`src/hw/rtl/stt_pkg.sv`:
```
// Shared constants, payload structs and a saturating-move helper for the step-toward-target block.
// Used by the channel interfaces, the square-root and divider cells and the core.
package stt_pkg;

  localparam int unsigned CoordBits  = 24;
  localparam int unsigned FracBits   = 8;
  localparam int unsigned SpeedBits  = 20;
  localparam int unsigned StopBits   = 12;
  localparam int unsigned SpanBits   = CoordBits + 1;
  localparam int unsigned DeltaBits  = CoordBits + 1;
  localparam int unsigned RadBits    = 2 * SpanBits;
  localparam int unsigned SqrtCells  = SpanBits;
  localparam int unsigned RemBits    = SpanBits + 4;
  localparam int unsigned StepBits   = SpeedBits + 1;
  localparam int unsigned QuotBits   = StepBits;
  localparam int unsigned ProdBits   = StepBits + DeltaBits;
  localparam int unsigned DivCells   = QuotBits;
  localparam int unsigned RemainBits = SpanBits + 2;
  localparam int unsigned SumBits    = CoordBits + 2;

  typedef struct packed {
    logic signed [CoordBits-1:0] sx;
    logic signed [CoordBits-1:0] sy;
    logic                        negx;
    logic                        negy;
    logic [DeltaBits-1:0]        ax;
    logic [DeltaBits-1:0]        ay;
    logic [SpeedBits-1:0]        speed;
    logic [StopBits-1:0]         stop;
  } side_t;

  typedef struct packed {
    logic [RadBits-1:0]  rad;
    logic [RemBits-1:0]  rem;
    logic [SpanBits-1:0] root;
    side_t               side;
  } sqrt_t;

  typedef struct packed {
    logic [SpanBits-1:0] span;
    logic [StepBits-1:0] mag;
    logic                neg;
    side_t               side;
  } step_t;

  typedef struct packed {
    logic [SpanBits-1:0]         dvs;
    logic [SpanBits-1:0]         remx;
    logic [SpanBits-1:0]         remy;
    logic [QuotBits-1:0]         lowx;
    logic [QuotBits-1:0]         lowy;
    logic [QuotBits-1:0]         qx;
    logic [QuotBits-1:0]         qy;
    logic signed [CoordBits-1:0] sx;
    logic signed [CoordBits-1:0] sy;
    logic                        negx;
    logic                        negy;
  } div_t;

  typedef struct packed {
    logic signed [CoordBits-1:0] next_x;
    logic signed [CoordBits-1:0] next_y;
    logic [SpanBits-1:0]         span;
    logic                        coincident;
  } res_t;

  function automatic logic signed [CoordBits-1:0] sat_move(
    input logic signed [CoordBits-1:0] s,
    input logic [QuotBits-1:0]         mag,
    input logic                        neg
  );
    logic signed [SumBits-1:0] ext_s;
    logic signed [SumBits-1:0] ext_m;
    logic signed [SumBits-1:0] sum;
    logic signed [SumBits-1:0] hi;
    logic signed [SumBits-1:0] lo;
    ext_s = SumBits'(s);
    ext_m = $signed(SumBits'(mag));
    hi    = $signed({{(SumBits-CoordBits+1){1'b0}}, {(CoordBits-1){1'b1}}});
    lo    = $signed({{(SumBits-CoordBits+1){1'b1}}, {(CoordBits-1){1'b0}}});
    sum   = neg ? (ext_s - ext_m) : (ext_s + ext_m);
    if (sum > hi) begin
      sum = hi;
    end else if (sum < lo) begin
      sum = lo;
    end
    return sum[CoordBits-1:0];
  endfunction

endpackage

```
`src/hw/rtl/stt_sqrt_cell.sv`:
```
// One cell of the square-root chain: retires one root bit per cell.
// Depends on stt_pkg.
module stt_sqrt_cell (
  input  logic           clk_i,
  input  logic           rst_ni,
  input  logic           en_i,
  input  logic           valid_i,
  input  stt_pkg::sqrt_t data_i,
  output logic           valid_o,
  output stt_pkg::sqrt_t data_o
);

  logic [stt_pkg::RemBits+1:0] rem_n;
  logic [stt_pkg::RemBits+1:0] trial;
  logic [stt_pkg::RemBits+1:0] diff;
  stt_pkg::sqrt_t              data_d, data_q;
  logic                        valid_q;

  always_comb begin
    rem_n  = {data_i.rem, data_i.rad[stt_pkg::RadBits-1 -: 2]};
    trial  = {{(stt_pkg::RemBits-stt_pkg::SpanBits){1'b0}}, data_i.root, 2'b01};
    diff   = rem_n - trial;
    data_d = data_i;
    data_d.rad = {data_i.rad[stt_pkg::RadBits-3:0], 2'b00};
    if (rem_n >= trial) begin
      data_d.rem  = diff[stt_pkg::RemBits-1:0];
      data_d.root = {data_i.root[stt_pkg::SpanBits-2:0], 1'b1};
    end else begin
      data_d.rem  = rem_n[stt_pkg::RemBits-1:0];
      data_d.root = {data_i.root[stt_pkg::SpanBits-2:0], 1'b0};
    end
  end

  always_ff @(posedge clk_i or negedge rst_ni) begin
    if (!rst_ni) begin
      valid_q <= 1'b0;
    end else if (en_i) begin
      valid_q <= valid_i;
    end
  end

  always_ff @(posedge clk_i) begin
    if (en_i) begin
      data_q <= data_d;
    end
  end

  assign valid_o = valid_q;
  assign data_o  = data_q;

endmodule

```
`config.mk`:
```
export PLATFORM = sky130hd
export DESIGN_NAME = stt_sqrt_cell
export DESIGN_NICKNAME = d
export VERILOG_FILES = /design/src/hw/rtl/stt_pkg.sv /design/src/hw/rtl/stt_sqrt_cell.sv
export SDC_FILE = /design/constraint.sdc
export NUM_CORES = 1
export LEC_CHECK = 0
export BUFFER_PORTS_ARGS = -buffer_cell sky130_fd_sc_hd__buf_2
export CAP_MARGIN = 40
export CORE_MARGIN = 5
export CORE_UTILIZATION = 29
export CTS_BUF_LIST = sky130_fd_sc_hd__clkbuf_2 sky130_fd_sc_hd__clkbuf_4 sky130_fd_sc_hd__clkbuf_8
export DETAILED_ROUTE_END_ITERATION = 8
export SLEW_MARGIN = 25
export SYNTH_ARGS = -nofsm -noshare
export SYNTH_HDL_FRONTEND = slang
export SYNTH_SLANG_ARGS = --single-unit
```
`constraint.sdc`:
```
create_clock -name clk_i -period 1.07 [get_ports clk_i]
set_input_delay 0.1605 -clock clk_i [delete_from_list [all_inputs] [get_ports clk_i]]
set_output_delay 0.1605 -clock clk_i [all_outputs]
set_load 0.005 [all_outputs]
```
==> run metrics <==
outcome=complete, but fails checks; failing checks=negative setup slack; Comb power frac=between 10% and 20%; drt wl/cell=a little over 20 um; multi-input logic area=roughly 2500 sq um; Die W=around 190 um; Max-cap violations=0; Core ar.=30,700 sq um; Final GP Congestion=approximately 0.9; clock share of power=around 34%; total CTS buffers=between 40 and 50; Post-Route WL=37,700 um; internal power=roughly 0.018 W; Core Rows=64; Commonest cells post-synth=edfxtp_1, a21oi_1, nor2_1; synthesis warning total=0; Initial Utilization=around 30%; synthesized area=between 9000 and 10,000 sq um; synthesized area per cell=~16 sq um; fin crit period=1.93 ns; die area=34,700 sq um; Lkg Pwr=7.37 nW; worst min path class=in -> reg; final worst path period share=181%; initial antenna violation count=10; crit end category=flip-flop; most common cell in the netlist=edfxtp_1; worst ir drop on vdd=~0.0012 V; final hold slack=around 0.043 ns; grt total ovfl=0; fraction of registers with async set/reset=0.426%; Synth area leaders=edfxtp_1, ha_1, a21oi_1; final worst slack=-0.862 ns; RSZ-0062 raised after global routing=true; Synth Area in Compound Gates=around 7.2%; post-synthesis xor/xnor area fraction=between 2 and 2.5%; Max Freq=517 MHz; Worst Setup Path Type=in -> reg; Antenna Nets Post-Route=0; Clock Skews=0 ns; critical path peak fanout=4; area occupied by registers=between 7000 and 8000 sq um; critical path's slowest cell=or3b_4; vias in the first global route=slightly below 9,000; Startpoint Class=input port; Flop pwr share=between 40% and 50%; Main synth FF type=edfxtp_1; Post-synth EDFFs=234; Final Setup Violations=265; Worst-path clk slew=roughly 0.060 ns; DRC viols=0; TritonRoute pass-1 iters=4; NetSw=0.00615 W; CP Cell Sequence=buf_6 -> ha_4 -> nor2b_4 -> o31a_4 -> o21ai_4 -> o21ai_4 -> or3b_4 -> a221oi_4 -> xor2_1 -> a21oi_1; Worst Path Required=~1.3 ns; post-DP HPWL=roughly 26,000 um; slowest stage delay, CP=~0.42 ns; htree depth=2; nets=between 1,500 and 2,000; switch share=between 20% and 30%; Root Buffer=clkbuf_8; most used cell along the critical path=o21ai_4; simple-gate share of the synthesized area=about 5.1%; Synth Register Bits=235; pin count of the biggest net entering global routing=50; first-pass GRT wire length=55,200 um; CTS Sinks=between 200 and 250; CTS tree=done; Cell Pwr Density=around 1400 nW/um^2; PortBufs=about 470; largest family of logic cells by synthesized area=compound AO/OA/AOI/OAI gates; family with the most delay on the worst path=compound AO/OA/AOI/OAI gates; Slew Viols, Final=0; Die Height=between 150 and 200 um; post-synth top area share=a little under 80%; Syn Inst Count=between 500 and 600; Ports=between 400 and 500; fill cell count=~2,500; Vias=8,284; post-synth top area cell=edfxtp_1; share of cells above drive strength 1=between 50 and 60%; WP buf/inv=1; Clk Latency, worst-skew pair=0.53 ns; total negative slack=-55.63 ns; vias per cell=about 4.5; Area growth, synth to finish=90.2%; Synth Area in Adders=under 10%; multiplexer share of the synthesized area=less than 1%; Critical Path AT=2.20 ns; Yosys cell types=48; final hold violation count=0; All-Layer GR Usage=20.5%; 1st-iter DRT viols=roughly 370; CTS max path bufs=3; sequential element share of the synthesized area=between 70 and 80%
path summary, 6_finish.rpt:
kind | from | endpoint | slack (ns) | cells after the start
setup / recovery | data_i[157] | data_o[181] | -0.86 | 10
hold / removal | data_i[167] | data_o[169] | 0.04 | 4
setup reg to reg | valid_o | valid_o | 0.32 | 1
hold reg to reg | valid_o | valid_o | 0.52 | 1
max in group asynchronous | rst_ni | valid_o | 0.51 | 3
min in group asynchronous | rst_ni | valid_o | 0.46 | 3
logic make-up (layout without fill, tap and decap cells):
| family | Yosys count | after routing |
|---|---|---|
| xor+xnor | 23 | 23 |
| fa+ha+maj | 27 | 27 |
| buf+inv | 53 | 951 |
| flops | 235 | 235 |
| compound gates | 104 | 104 |
| simple gates | 97 | 97 |
| other cells | 1 | 5 |
| mux | 8 | 8 |
power groups by stage:
| stage | Combinational [W] | Sequential, W | Clock [W] |
|---|---|---|---|
| 4_1_cts | 0.00473 | 0.0113 | 0.00865 |
| 5_1_grt | 0.00525 | 0.0114 | 0.00912 |
| 2_1_floorplan | 0.00126 | 0.0116 | 0 |
| 3_5_place_dp | 0.00374 | 0.0115 | 0 |
| 3_3_place_gp | 0.00368 | 0.0115 | 0 |
| 6_report | 0.00491 | 0.0113 | 0.00840 |
cell usage in the layout, fill, tap and decap left out, types with 6 or more instances in the layout:
master         synthesis  final
buf_2                  3    449
nor2_1                38     18
o21ai_0               17     13
nor2_4                 0     20
nand3_1                8      6
clkbuf_8               0     42
xnor2_1               10      9
buf_6                  0     24
buf_12                 0      9
inv_4                  0      8
ha_4                   0     22
buf_8                  0      9
mux2_4                 0      6
edfxtp_1             234    234
nand4_1                8      8
dlygate4sd3_1          0    226
nand2_1               22     18
clkbuf_4               0      9
a21oi_2                0     31
clkinv_1               0     11
xor2_1                13     13
buf_4                  5    124
inv_1                 35     19
a21oi_1               55     21
area by class of cell:
type | count | area share [%]
antenna | 3 | 0.0438
clock buffer | 51 | 3.76
clock inverter | 21 | 1.05
inverter | 35 | 0.999
multi-input combinational | 261 | 14.5
sequential | 235 | 41.1
tap | 396 | 2.89
timing repair buffer | 844 | 35.6
flip-flops by register name (all words and copies together), names as in the netlist:
name,flops
data_o,234
valid_o,1
what timing repair did:
| action | in CTS | in global routing |
|---|---|---|
| endpoints found under the setup margin | 265 | 334 |
| pin swaps | 30 | 27 |
| hold buffers | 226 | 0 |
| gates resized for setup | 116 | 53 |
| buffers inserted | 15 | 16 |
| cloned | 2 | 1 |
| endpoints found under the hold margin | 229 | 0 |
metal layers:
| metal | track usage (%) | wire length (um) |
|---|---|---|
| met1 | 22.8 | 13600 |
| met2 | 37.2 | 19700 |
| met5 | 0 | 67 |
| met3 | 6.30 | 3040 |
| met4 | 6.89 | 1250 |
through the flow:
stage / cells / instance area (sq um) / util, % / total power [W] / worst slack (ns)
6_report: 1846 / 17200 / 55.9 / 0.0246 / -0.862
5_1_grt: 1844 / 17100 / 55.9 / 0.0258 / -0.934
4_1_cts: 1828 / 16800 / 54.7 / 0.0247 / -0.821
3_5_place_dp: 1514 / 13100 / 42.6 / 0.0152 / -1.50
3_3_place_gp: 1514 / 13100 / 42.6 / 0.0151 / -1.50
2_1_floorplan: 549 / 9480 / - / 0.0129 / -1.19
(Power assumes the default switching activity.)
