==> src/hw/rtl/stt_pkg.sv <==
// Shared constants, payload structs and a saturating-move helper for the step-toward-target block.
// Used by the channel interfaces, the square-root and divider cells and the core.
package stt_pkg;

  localparam int unsigned CoordBits  = 24;
  localparam int unsigned FracBits   = 8;
  localparam int unsigned SpeedBits  = 20;
  localparam int unsigned StopBits   = 12;
  localparam int unsigned SpanBits   = CoordBits + 1;
  localparam int unsigned DeltaBits  = CoordBits + 1;
  localparam int unsigned RadBits    = 2 * SpanBits;
  localparam int unsigned SqrtCells  = SpanBits;
  localparam int unsigned RemBits    = SpanBits + 4;
  localparam int unsigned StepBits   = SpeedBits + 1;
  localparam int unsigned QuotBits   = StepBits;
  localparam int unsigned ProdBits   = StepBits + DeltaBits;
  localparam int unsigned DivCells   = QuotBits;
  localparam int unsigned RemainBits = SpanBits + 2;
  localparam int unsigned SumBits    = CoordBits + 2;

  typedef struct packed {
    logic signed [CoordBits-1:0] sx;
    logic signed [CoordBits-1:0] sy;
    logic                        negx;
    logic                        negy;
    logic [DeltaBits-1:0]        ax;
    logic [DeltaBits-1:0]        ay;
    logic [SpeedBits-1:0]        speed;
    logic [StopBits-1:0]         stop;
  } side_t;

  typedef struct packed {
    logic [RadBits-1:0]  rad;
    logic [RemBits-1:0]  rem;
    logic [SpanBits-1:0] root;
    side_t               side;
  } sqrt_t;

  typedef struct packed {
    logic [SpanBits-1:0] span;
    logic [StepBits-1:0] mag;
    logic                neg;
    side_t               side;
  } step_t;

  typedef struct packed {
    logic [SpanBits-1:0]         dvs;
    logic [SpanBits-1:0]         remx;
    logic [SpanBits-1:0]         remy;
    logic [QuotBits-1:0]         lowx;
    logic [QuotBits-1:0]         lowy;
    logic [QuotBits-1:0]         qx;
    logic [QuotBits-1:0]         qy;
    logic signed [CoordBits-1:0] sx;
    logic signed [CoordBits-1:0] sy;
    logic                        negx;
    logic                        negy;
  } div_t;

  typedef struct packed {
    logic signed [CoordBits-1:0] next_x;
    logic signed [CoordBits-1:0] next_y;
    logic [SpanBits-1:0]         span;
    logic                        coincident;
  } res_t;

  function automatic logic signed [CoordBits-1:0] sat_move(
    input logic signed [CoordBits-1:0] s,
    input logic [QuotBits-1:0]         mag,
    input logic                        neg
  );
    logic signed [SumBits-1:0] ext_s;
    logic signed [SumBits-1:0] ext_m;
    logic signed [SumBits-1:0] sum;
    logic signed [SumBits-1:0] hi;
    logic signed [SumBits-1:0] lo;
    ext_s = SumBits'(s);
    ext_m = $signed(SumBits'(mag));
    hi    = $signed({{(SumBits-CoordBits+1){1'b0}}, {(CoordBits-1){1'b1}}});
    lo    = $signed({{(SumBits-CoordBits+1){1'b1}}, {(CoordBits-1){1'b0}}});
    sum   = neg ? (ext_s - ext_m) : (ext_s + ext_m);
    if (sum > hi) begin
      sum = hi;
    end else if (sum < lo) begin
      sum = lo;
    end
    return sum[CoordBits-1:0];
  endfunction

endpackage

==> src/hw/rtl/stt_div_cell.sv <==
// One cell of the divider chain: one quotient bit per cell for both x and y.
// Depends on stt_pkg.
module stt_div_cell (
  input  logic          clk_i,
  input  logic          rst_ni,
  input  logic          en_i,
  input  logic          valid_i,
  input  stt_pkg::div_t data_i,
  output logic          valid_o,
  output stt_pkg::div_t data_o
);

  logic [stt_pkg::SpanBits:0] rx, ry, dv, dfx, dfy;
  logic                       gex, gey;
  stt_pkg::div_t              data_d, data_q;
  logic                       valid_q;

  always_comb begin
    dv  = {1'b0, data_i.dvs};
    rx  = {data_i.remx, data_i.lowx[stt_pkg::QuotBits-1]};
    ry  = {data_i.remy, data_i.lowy[stt_pkg::QuotBits-1]};
    gex = rx >= dv;
    gey = ry >= dv;
    dfx = rx - dv;
    dfy = ry - dv;
    data_d      = data_i;
    data_d.remx = gex ? dfx[stt_pkg::SpanBits-1:0] : rx[stt_pkg::SpanBits-1:0];
    data_d.remy = gey ? dfy[stt_pkg::SpanBits-1:0] : ry[stt_pkg::SpanBits-1:0];
    data_d.lowx = {data_i.lowx[stt_pkg::QuotBits-2:0], 1'b0};
    data_d.lowy = {data_i.lowy[stt_pkg::QuotBits-2:0], 1'b0};
    data_d.qx   = {data_i.qx[stt_pkg::QuotBits-2:0], gex};
    data_d.qy   = {data_i.qy[stt_pkg::QuotBits-2:0], gey};
  end

  always_ff @(posedge clk_i or negedge rst_ni) begin
    if (!rst_ni) begin
      valid_q <= 1'b0;
    end else if (en_i) begin
      valid_q <= valid_i;
    end
  end

  always_ff @(posedge clk_i) begin
    if (en_i) begin
      data_q <= data_d;
    end
  end

  assign valid_o = valid_q;
  assign data_o  = data_q;

endmodule

==> config.mk <==
export PLATFORM = sky130hd
export DESIGN_NAME = stt_div_cell
export DESIGN_NICKNAME = d
export VERILOG_FILES = /design/src/hw/rtl/stt_pkg.sv /design/src/hw/rtl/stt_div_cell.sv
export SDC_FILE = /design/constraint.sdc
export NUM_CORES = 1
export LEC_CHECK = 0
export BUFFER_PORTS_ARGS = -buffer_cell sky130_fd_sc_hd__buf_4
export CAP_MARGIN = 20
export CORE_AREA = 2 2 166 168
export DETAILED_ROUTE_END_ITERATION = 7
export DIE_AREA = 0 0 168 170
export PLACE_DENSITY_LB_ADDON = 0.25
export REMOVE_ABC_BUFFERS = 1
export SLEW_MARGIN = 20
export SYNTH_ARGS = -nofsm -noshare
export SYNTH_HDL_FRONTEND = slang
export SYNTH_SLANG_ARGS = --single-unit
==> constraint.sdc <==
create_clock -name clk_i -period 0.8 [get_ports clk_i]
set_clock_uncertainty 0.1 [all_clocks]
set_input_delay 0.08 -clock clk_i [delete_from_list [all_inputs] [get_ports clk_i]]
set_output_delay 0.08 -clock clk_i [all_outputs]
set_load 0.01 [all_outputs]
==> flow_summary.html, run 1 <==
<table>
<tr><th>Metric</th><th>Value</th></tr>
<tr><th colspan="2">Global routing</th></tr>
<tr><td>Number of global-route vias before repair</td><td>10000</td></tr>
<tr><td>Total global routing overflow</td><td>0</td></tr>
<tr><td>Global-route wire length before repair</td><td>58000 um</td></tr>
<tr><td>Maximum number of pins on one net before global-route repair</td><td>23</td></tr>
<tr><td>Number of antenna violations at the first check in global routing</td><td>2</td></tr>
<tr><td>GR Util All Layers</td><td>26.8%</td></tr>
<tr><th colspan="2">Setup path</th></tr>
<tr><td>Setup slack of the worst register-to-register path</td><td>-0.19 ns</td></tr>
<tr><td>Category of the worst setup path launch point</td><td>primary input</td></tr>
<tr><td>Worst R2R Path Depth</td><td>2</td></tr>
<tr><td>Worst EP arrival</td><td>2.47 ns</td></tr>
<tr><td>Terminus of the critical flop-to-flop path</td><td>valid_o$_DFFE_PN0P_</td></tr>
<tr><td>Setup Crit Path Kind</td><td>primary input to flop</td></tr>
<tr><td>Worst flop-to-flop path startpoint</td><td>valid_o$_DFFE_PN0P_</td></tr>
<tr><td>Maximum fanout along the worst path</td><td>4</td></tr>
<tr><td>Required time worst endpoint</td><td>0.97 ns</td></tr>
<tr><td>Capturing element type of the critical path</td><td>flop</td></tr>
<tr><th colspan="2">Synth</th></tr>
<tr><td>Unique cell type count in the Yosys netlist</td><td>64</td></tr>
<tr><td>Top_reg_cell synth</td><td>edfxtp_1</td></tr>
<tr><td>Total number of yosys warnings</td><td>0</td></tr>
<tr><td>Number of instances in the synthesized netlist</td><td>705</td></tr>
<tr><td>Synthesized area per cell</td><td>13.5 um2</td></tr>
<tr><td>Share of flip-flops with an asynchronous set or reset</td><td>0.481%</td></tr>
<tr><td>Post-synthesis sequential area ratio</td><td>65.7%</td></tr>
<tr><td>Count of flip-flops with a built-in enable after synthesis</td><td>207</td></tr>
<tr><td>Mapped cell area</td><td>9500 um2</td></tr>
<tr><td>Yosys reg bits</td><td>208</td></tr>
<tr><th colspan="2">Run</th></tr>
<tr><td>Max capacitance violation total</td><td>0</td></tr>
<tr><th colspan="2">Route</th></tr>
<tr><td>First-pass DRT Iterations</td><td>5</td></tr>
<tr><td>First DRT Iteration DRCs</td><td>563</td></tr>
<tr><td>Average vias per placed instance</td><td>4.96</td></tr>
<tr><td>Detailed-route wire length per cell</td><td>21.6 um</td></tr>
<tr><td>Post-Route WL</td><td>41900 um</td></tr>
<tr><td>DRC Markers</td><td>0</td></tr>
<tr><td>Number of nets with antenna violations after detailed routing</td><td>0</td></tr>
<tr><td>Via count of the routed design</td><td>9609</td></tr>
<tr><th colspan="2">Timing</th></tr>
<tr><td>Final critical-path required period</td><td>2.29 ns</td></tr>
<tr><td>Slew Limit Headroom</td><td>62.4%</td></tr>
<tr><td>Pin slew with the least headroom to its limit</td><td>0.558 ns</td></tr>
<tr><td>Final-report hold violation count</td><td>24</td></tr>
<tr><td>Period Utilization, post-route</td><td>287%</td></tr>
<tr><td>Number of slew-limit violations in the final report</td><td>0</td></tr>
<tr><td>Number of failing setup endpoints in the final timing report</td><td>261</td></tr>
<tr><td>Worst slack on hold paths</td><td>-0.220 ns</td></tr>
<tr><td>Unrepaired setup endpoints after global routing</td><td>yes</td></tr>
<tr><td>Final worst-path setup slack</td><td>-1.49 ns</td></tr>
<tr><td>Highest clock rate</td><td>436 MHz</td></tr>
<tr><th colspan="2">Clock network</th></tr>
<tr><td>Cell at the root of the clock tree</td><td>clkbuf_16</td></tr>
<tr><td>Clock net sink count</td><td>208</td></tr>
<tr><td>Number of buffers on the longest clock path</td><td>3</td></tr>
<tr><td>Clock buffers created by TritonCTS</td><td>24</td></tr>
<tr><td>CTS tree</td><td>yes</td></tr>
<tr><td>Post-CTS clock slew at the launch and capture registers of the worst setup and hold paths</td><td>0.06 ns</td></tr>
<tr><td>Latest clock arrival within the worst-skew pair</td><td>0.53 ns</td></tr>
<tr><td>CTS H-tree depth</td><td>1</td></tr>
<tr><th colspan="2">Die</th></tr>
<tr><td>Initial core utilization</td><td>35.7%</td></tr>
<tr><td>Placement row count</td><td>60</td></tr>
<tr><td>Die Height</td><td>170 um</td></tr>
<tr><td>Core ar.</td><td>26700 um2</td></tr>
<tr><td>Number of I/O pins</td><td>423</td></tr>
<tr><td>DIE AREA</td><td>28600 um2</td></tr>
<tr><td>Die extent in x</td><td>168 um</td></tr>
<tr><th colspan="2">Finish</th></tr>
<tr><td>Post-route cell area</td><td>19800 um2</td></tr>
<tr><td>Final #Nets</td><td>1843</td></tr>
<tr><td>Growth of design area from synthesis to finish</td><td>108%</td></tr>
<tr><td>Layout cell share with drive strength beyond 1</td><td>54.3%</td></tr>
<tr><td>Fraction of the core area covered by cells at the end of the flow</td><td>74.3%</td></tr>
<tr><td>Final std cells w/o fill</td><td>1937</td></tr>
<tr><th colspan="2">Min path</th></tr>
<tr><td>Hold path startpoint</td><td>data_i[142]</td></tr>
<tr><td>Hold Path Cell Cnt</td><td>2</td></tr>
<tr><td>Class of the tightest hold or removal check</td><td>primary input to flop</td></tr>
<tr><td>End point of the worst hold path</td><td>data_o[143]$_DFFE_PP_</td></tr>
<tr><th colspan="2">Placed design</th></tr>
<tr><td>Cell Area, Placed</td><td>14700 um2</td></tr>
<tr><td>HPWL reported at the end of detailed placement</td><td>25200 um</td></tr>
<tr><td># placed instances</td><td>1661</td></tr>
<tr><td>Routability cong.</td><td>0.842</td></tr>
<tr><td>Port Buffer Count</td><td>418</td></tr>
<tr><th colspan="2">Pwr</th></tr>
<tr><td>VDD IR-drop max</td><td>1.30 mV</td></tr>
<tr><td>Leakage Power</td><td>8.58 nW</td></tr>
<tr><td>Power density cells</td><td>1820 nW/um2</td></tr>
<tr><td>Overall power after layout</td><td>36.1 mW</td></tr>
<tr><th colspan="2">Outcome</th></tr>
<tr><td>Outcome</td><td>finished with violations</td></tr>
<tr><td>Violations in the final reports</td><td>hold timing, setup timing</td></tr>
</table>
how the worst max path moves through the flow:
stage	endpoint	slack [ns]	startpoint	cells after the start
global route	data_o[183]$_DFFE_PP_	-1.53	data_i[133]	13
finish	data_o[183]$_DFFE_PP_	-1.49	data_i[133]	13
global placement	data_o[183]$_DFFE_PP_	-2.18	data_i[133]	14
detailed placement	data_o[183]$_DFFE_PP_	-2.22	data_i[133]	14
floorplan	data_o[135]$_DFFE_PP_	-3.69	data_i[112]	11
CTS	data_o[154]$_DFFE_PP_	-1.37	data_i[184]	15
logic make-up (layout without fill, tap and decap cells):
group,count (synthesis),count (layout),share of synthesized area (%)
simple gates,168,168,8.51
flops,208,208,65.7
xor+xnor,36,36,3.32
compound gates,164,164,11.1
buf+inv,62,950,2.71
other cells,1,4,0.0395
mux,14,14,1.62
fa+ha+maj,52,52,7.01
sequential cells by signal, indices dropped and copies added, names as in the netlist:
name,count
data_o,207
valid_o,1
Yosys cell counts (3+ instances only):
library cell,n,area (um2)
a21oi_1,56,280
clkbuf_1,7,26.3
o22ai_1,3,18.8
nand2_1,45,169
o21a_1,7,52.6
a2111oi_0,3,26.3
and3_1,8,50.1
and2_1,4,25.0
a31oi_1,7,43.8
o21ai_0,36,180
mux2i_1,3,30.0
xor2_1,16,140
buf_2,8,40.0
nor2_1,54,203
o21bai_1,4,30.0
nor3_1,13,65.1
nand3_1,10,50.1
xnor2_1,20,175
mux2_2,11,124
a21o_1,19,143
inv_1,43,161
and4_1,4,35.0
ha_1,50,626
nand2b_1,5,31.3
nor2b_1,4,25.0
nand4_1,6,37.5
edfxtp_1,207,6220
layout by cell type (no fill, tap or decap), types with 8 or more instances in the layout:
| master | instances |
|---|---|
| edfxtp_1 | 207 |
| nor3_1 | 11 |
| buf_12 | 12 |
| nor2_1 | 28 |
| a21oi_2 | 19 |
| xor2_1 | 16 |
| nand2_1 | 39 |
| inv_4 | 8 |
| xnor2_1 | 19 |
| mux2_4 | 11 |
| clkbuf_16 | 24 |
| a21o_1 | 19 |
| o21ai_0 | 22 |
| dlygate4sd3_1 | 190 |
| o21ai_2 | 9 |
| ha_1 | 25 |
| buf_6 | 225 |
| buf_4 | 420 |
| nor2_4 | 19 |
| a21oi_1 | 34 |
| ha_4 | 25 |
| inv_1 | 27 |
| buf_16 | 8 |
through the flow:
stage	setup slack [ns]	TNS, ns
after detailed placement	-2.22	-139.29
after global placement	-2.18	-136.99
after global routing	-1.53	-169.75
final	-1.49	-160.18
after CTS	-1.37	-159.24
after floorplan	-3.69	-149.91
where the power goes:
part / switching [mW] / internal (mW) / leakage, nW
sequential: 0.556 / 13.3 / 2.04
clock: 4.63 / 6.81 / 0.391
combinational: 4.60 / 6.18 / 6.15
layer usage:
metal	global-route usage, %	share of wire (%)
met5	0	0
met4	14.1	4.9
met3	5.09	6.0
met2	50.8	53
met1	28.0	36
worst max-delay path, cell delays in order:
cell and delay, ns:
buf_8 0.10, inv_4 0.05, ha_4 0.13, inv_2 0.04, fa_2 0.36, a21oi_2 0.20, o21ai_2 0.10, a2111oi_4 0.46
o41ai_4 0.13, nand2_1 0.10, a31oi_1 0.13, or4_1 0.45, o211a_1 0.13
layout make-up:
cell class / instances / area, um2
Timing Repair Buffer: 864 / 8180
Fill cell: 1579 / 6840
Sequential cell: 208 / 6240
Multi-Input combinational cell: 436 / 3960
Clock buffer: 28 / 616
Tap cell: 341 / 427
Inverter: 44 / 198
Clock inverter: 14 / 189
Antenna cell: 2 / 5.00
what timing repair did:
item / in CTS / in global routing
endpoints found under the setup margin: 261 / 262
cloned: 9 / 0
hold buffers: 188 / 3
pin swaps: 48 / 34
setup buffers: 31 / 10
endpoints found under the hold margin: 213 / 27
resized for setup: 352 / 111
(Power assumes the default switching activity.)
==> run 2: changes to the inputs <==
--- a/config.mk
+++ b/config.mk
@@ -5,11 +5,11 @@
 export SDC_FILE = /design/constraint.sdc
 export NUM_CORES = 1
 export LEC_CHECK = 0
-export BUFFER_PORTS_ARGS = -buffer_cell sky130_fd_sc_hd__buf_4
 export CAP_MARGIN = 20
-export CORE_AREA = 2 2 166 168
+export CORE_AREA = 2 2 163 165
 export DETAILED_ROUTE_END_ITERATION = 7
-export DIE_AREA = 0 0 168 170
+export DIE_AREA = 0 0 165 167
+export DONT_BUFFER_PORTS = 1
 export PLACE_DENSITY_LB_ADDON = 0.25
 export REMOVE_ABC_BUFFERS = 1
 export SLEW_MARGIN = 20
==> run 2 against run 1 <==
Against the previous run:
- wire length down 19%
- final cell count down 25%
- total power is 11% lower
- the run still ends with hold timing, setup timing left
- clock-buffer cell count down 3
- worst hold slack got worse by 0.22 ns
- clock power about the same
- critical endpoint unchanged
- first-iteration DRC count fell by 14%
- setup slack improved by 0.080 ns
- non-clock buffer count down 469
- maximum frequency is 3.6% higher
- global-route usage is 4.7 points lower
==> flow_summary.html, run 2 (synthesis gave the netlist of run 1 again) <==
<table>
<tr><th>Metric</th><th>Value</th></tr>
<tr><th colspan="2">Outcome</th></tr>
<tr><td>Outcome</td><td>finished with violations</td></tr>
<tr><td>Violations in the final reports</td><td>hold timing, setup timing</td></tr>
<tr><th colspan="2">Setup path</th></tr>
<tr><td>Critical path buffer and inverter count</td><td>1 (-2)</td></tr>
<tr><td>Setup Crit Path Kind</td><td>primary input to flop</td></tr>
<tr><td>Capturing element type of the critical path</td><td>flop</td></tr>
<tr><td>Category of the worst setup path launch point</td><td>primary input</td></tr>
<tr><td>Cell-by-cell trace of the critical path</td><td>inv_1, ha_1, and3_4, and2_4, nor3_2, o41ai_4, nand4_1, and2_4, or4_1, o211a_1</td></tr>
<tr><td>Crit path max-delay cell type</td><td>or4_1</td></tr>
<tr><td>Largest stage delay on the critical path</td><td>0.46 ns (about the same)</td></tr>
<tr><td>Critical path's most frequent cell</td><td>and2_4</td></tr>
<tr><td>Required time worst endpoint</td><td>0.98 ns (about the same)</td></tr>
<tr><td>Worst EP arrival</td><td>2.40 ns (-0.07 ns)</td></tr>
<tr><td>Category of cells accounting for the largest share of critical-path delay</td><td>simple AND/OR/NAND/NOR gates</td></tr>
<tr><td>Maximum fanout along the worst path</td><td>4 (unchanged)</td></tr>
<tr><th colspan="2">Clock network</th></tr>
<tr><td>Post-CTS clock slew at the launch and capture registers of the worst setup and hold paths</td><td>0.07 ns (about the same)</td></tr>
<tr><td>Clock buffers created by TritonCTS</td><td>23 (-4.2%)</td></tr>
<tr><td>Number of buffers on the longest clock path</td><td>3 (unchanged)</td></tr>
<tr><td>Clock net sink count</td><td>208 (unchanged)</td></tr>
<tr><td>CTS H-tree depth</td><td>1 (unchanged)</td></tr>
<tr><td>Cell at the root of the clock tree</td><td>clkbuf_16</td></tr>
<tr><td>CTS tree</td><td>yes</td></tr>
<tr><td>Latest clock arrival within the worst-skew pair</td><td>0.51 ns (-0.02 ns)</td></tr>
<tr><th colspan="2">Global routing</th></tr>
<tr><td>Total global routing overflow</td><td>0 (unchanged)</td></tr>
<tr><td>Number of global-route vias before repair</td><td>7658 (-23%)</td></tr>
<tr><td>GR Util All Layers</td><td>22.1% (-4.7 points)</td></tr>
<tr><td>Global-route wire length before repair</td><td>45600 um (-22%)</td></tr>
<tr><td>Maximum number of pins on one net before global-route repair</td><td>209 (+810%)</td></tr>
<tr><td>Number of antenna violations at the first check in global routing</td><td>0 (-2)</td></tr>
<tr><th colspan="2">Pwr</th></tr>
<tr><td>VDD IR-drop max</td><td>1.99 mV (+53%)</td></tr>
<tr><td>Leakage Power</td><td>5.97 nW (-30%)</td></tr>
<tr><td>Overall power after layout</td><td>32.0 mW (-11%)</td></tr>
<tr><td>Power density cells</td><td>2120 nW/um2 (+16%)</td></tr>
<tr><th colspan="2">Route</th></tr>
<tr><td>Via count of the routed design</td><td>7533 (-22%)</td></tr>
<tr><td>First DRT Iteration DRCs</td><td>484 (-14%)</td></tr>
<tr><td>Number of nets with antenna violations after detailed routing</td><td>0 (unchanged)</td></tr>
<tr><td>Average vias per placed instance</td><td>5.16 (+4.0%)</td></tr>
<tr><td>DRC Markers</td><td>0 (unchanged)</td></tr>
<tr><td>Detailed-route wire length per cell</td><td>23.4 um (+8.0%)</td></tr>
<tr><td>Post-Route WL</td><td>34100 um (-19%)</td></tr>
<tr><td>First-pass DRT Iterations</td><td>4 (-1)</td></tr>
<tr><th colspan="2">Finish</th></tr>
<tr><td>Layout cell share with drive strength beyond 1</td><td>32.9% (-21 points)</td></tr>
<tr><td>Filler cells</td><td>1999 (+27%)</td></tr>
<tr><td>Post-route cell area</td><td>15100 um2 (-24%)</td></tr>
<tr><td>Growth of design area from synthesis to finish</td><td>59.3%</td></tr>
<tr><td>Max reg flops</td><td>207 (unchanged)</td></tr>
<tr><td>Area of the multi-input gates</td><td>3790 um2 (-4.2%)</td></tr>
<tr><td>Ant diodes</td><td>0 (-2)</td></tr>
<tr><td>Final #Nets</td><td>1373 (-26%)</td></tr>
<tr><td>Sequential cell area</td><td>6240 um2 (unchanged)</td></tr>
<tr><td>Commonest non-fill, non-tap cells in the layout</td><td>207 x edfxtp_1, 200 x dlygate4sd3_1, 168 x buf_4</td></tr>
<tr><td>Commonest non-fill, non-tap cell in the layout</td><td>edfxtp_1</td></tr>
<tr><th colspan="2">Run</th></tr>
<tr><td>Max capacitance violation total</td><td>0 (unchanged)</td></tr>
<tr><th colspan="2">Placed design</th></tr>
<tr><td>Cell Area, Placed</td><td>11100 um2 (-24%)</td></tr>
<tr><td>Routability cong.</td><td>0.928 (+10%)</td></tr>
<tr><td>HPWL reported at the end of detailed placement</td><td>22600 um (-10%)</td></tr>
<tr><td>Port Buffer Count</td><td>0 (-100%)</td></tr>
<tr><th colspan="2">Timing</th></tr>
<tr><td>Period Utilization, post-route</td><td>277% (-9.9 points)</td></tr>
<tr><td>Worst slack on hold paths</td><td>-0.439 ns (-0.220 ns)</td></tr>
<tr><td>Unrepaired setup endpoints after global routing</td><td>yes</td></tr>
<tr><td>Final-report hold violation count</td><td>219 (+810%)</td></tr>
<tr><td>Number of failing setup endpoints in the final timing report</td><td>261 (unchanged)</td></tr>
<tr><td>Slew Limit Headroom</td><td>56.9% (-5.5 points)</td></tr>
<tr><td>Number of slew-limit violations in the final report</td><td>0 (unchanged)</td></tr>
<tr><td>Highest clock rate</td><td>452 MHz (+3.6%)</td></tr>
<tr><td>Pin slew with the least headroom to its limit</td><td>0.640 ns (+0.0813 ns)</td></tr>
<tr><td>Final worst-path setup slack</td><td>-1.41 ns (+0.0795 ns)</td></tr>
<tr><td>Final critical-path required period</td><td>2.21 ns (-0.0795 ns)</td></tr>
<tr><th colspan="2">Die</th></tr>
<tr><td>Placement row count</td><td>59 (-1.7%)</td></tr>
<tr><td>Number of I/O pins</td><td>423 (unchanged)</td></tr>
<tr><td>Core ar.</td><td>25800 um2 (-3.3%)</td></tr>
<tr><td>Initial core utilization</td><td>36.9% (+1.2 points)</td></tr>
<tr><td>Die Height</td><td>167 um (-1.8%)</td></tr>
<tr><td>DIE AREA</td><td>27600 um2 (-3.5%)</td></tr>
<tr><td>Die extent in x</td><td>165 um (-1.8%)</td></tr>
<tr><th colspan="2">Min path</th></tr>
<tr><td>Class of the tightest hold or removal check</td><td>primary input to flop</td></tr>
</table>
-- run 2: changes by cell type in the layout (fill, tap and decap cells not counted), sizes merged --
cell,delta
clkinvlp,+5
dlygate4sd3,+10
clkbuf,+1
dlymetal6s4s,-1
buf,-482
clkinv,-3
bufinv,+1
diode,-2
-- run 2: final timing paths --
path	startpoint	end	slack [ns]	cells after the start
setup / recovery	data_i[194]	data_o[183]$_DFFE_PP_	-1.41	10
hold / removal	data_i[184]	data_o[184]$_DFFE_PP_	-0.44	0
setup reg to reg	valid_o$_DFFE_PN0P_	valid_o$_DFFE_PN0P_	-0.06	1
hold reg to reg	valid_o$_DFFE_PN0P_	valid_o$_DFFE_PN0P_	0.44	1
max in group asynchronous	rst_ni	valid_o$_DFFE_PN0P_	0.28	2
min in group asynchronous	rst_ni	valid_o$_DFFE_PN0P_	0.21	2
-- run 2: metrics by stage --
stage | setup TNS [ns] | cells | util, % | setup WS, ns | hold slack [ns]
CTS | -140.22 | 1437 | 55.7 | -1.35 | -0.462
global route | -147.97 | 1460 | 58.7 | -1.44 | -0.465
global placement | -102.51 | 1191 | 43.2 | -2.31 | -0.316
finish | -137.71 | 1460 | 58.7 | -1.41 | -0.439
detailed placement | -104.12 | 1191 | 43.2 | -2.30 | -0.316
floorplan | -149.91 | 688 | - | -3.69 | -0.316
-- run 2: repair_timing --
item | 4_1_cts | 5_1_grt
setup endpoints to repair | 261 | 261
resized for setup | 79 | 112
hold buffers | 194 | 6
pin swaps | 33 | 40
endpoints found under the hold margin | 414 | 225
cloned | 0 | 7
buffers inserted | 12 | 12
-- run 2: power by group --
| group | total [mW] | switching [mW] | internal [mW] |
|---|---|---|---|
| clock network | 11.5 | 4.51 | 6.95 |
| registers | 14.5 | 1.14 | 13.4 |
| logic | 6.10 | 2.73 | 3.36 |
-- run 2: cell type report --
class | instances | area share, %
Tap cell | 335 | 2.77
Timing Repair Buffer | 395 | 24.3
Sequential cell | 208 | 41.2
Inverter | 44 | 1.23
Multi-Input combinational cell | 436 | 25.0
Clock buffer | 25 | 3.85
Clock inverter | 17 | 1.54
-- run 2: per-layer routing --
metal	track usage, %	part of all wire [%]	up-vias
met5	0	0	-
met4	9.45	4.3	0
met3	6.05	7.6	81
met2	41.1	53	339
met1	23.0	35	3653
li1	-	-	3460
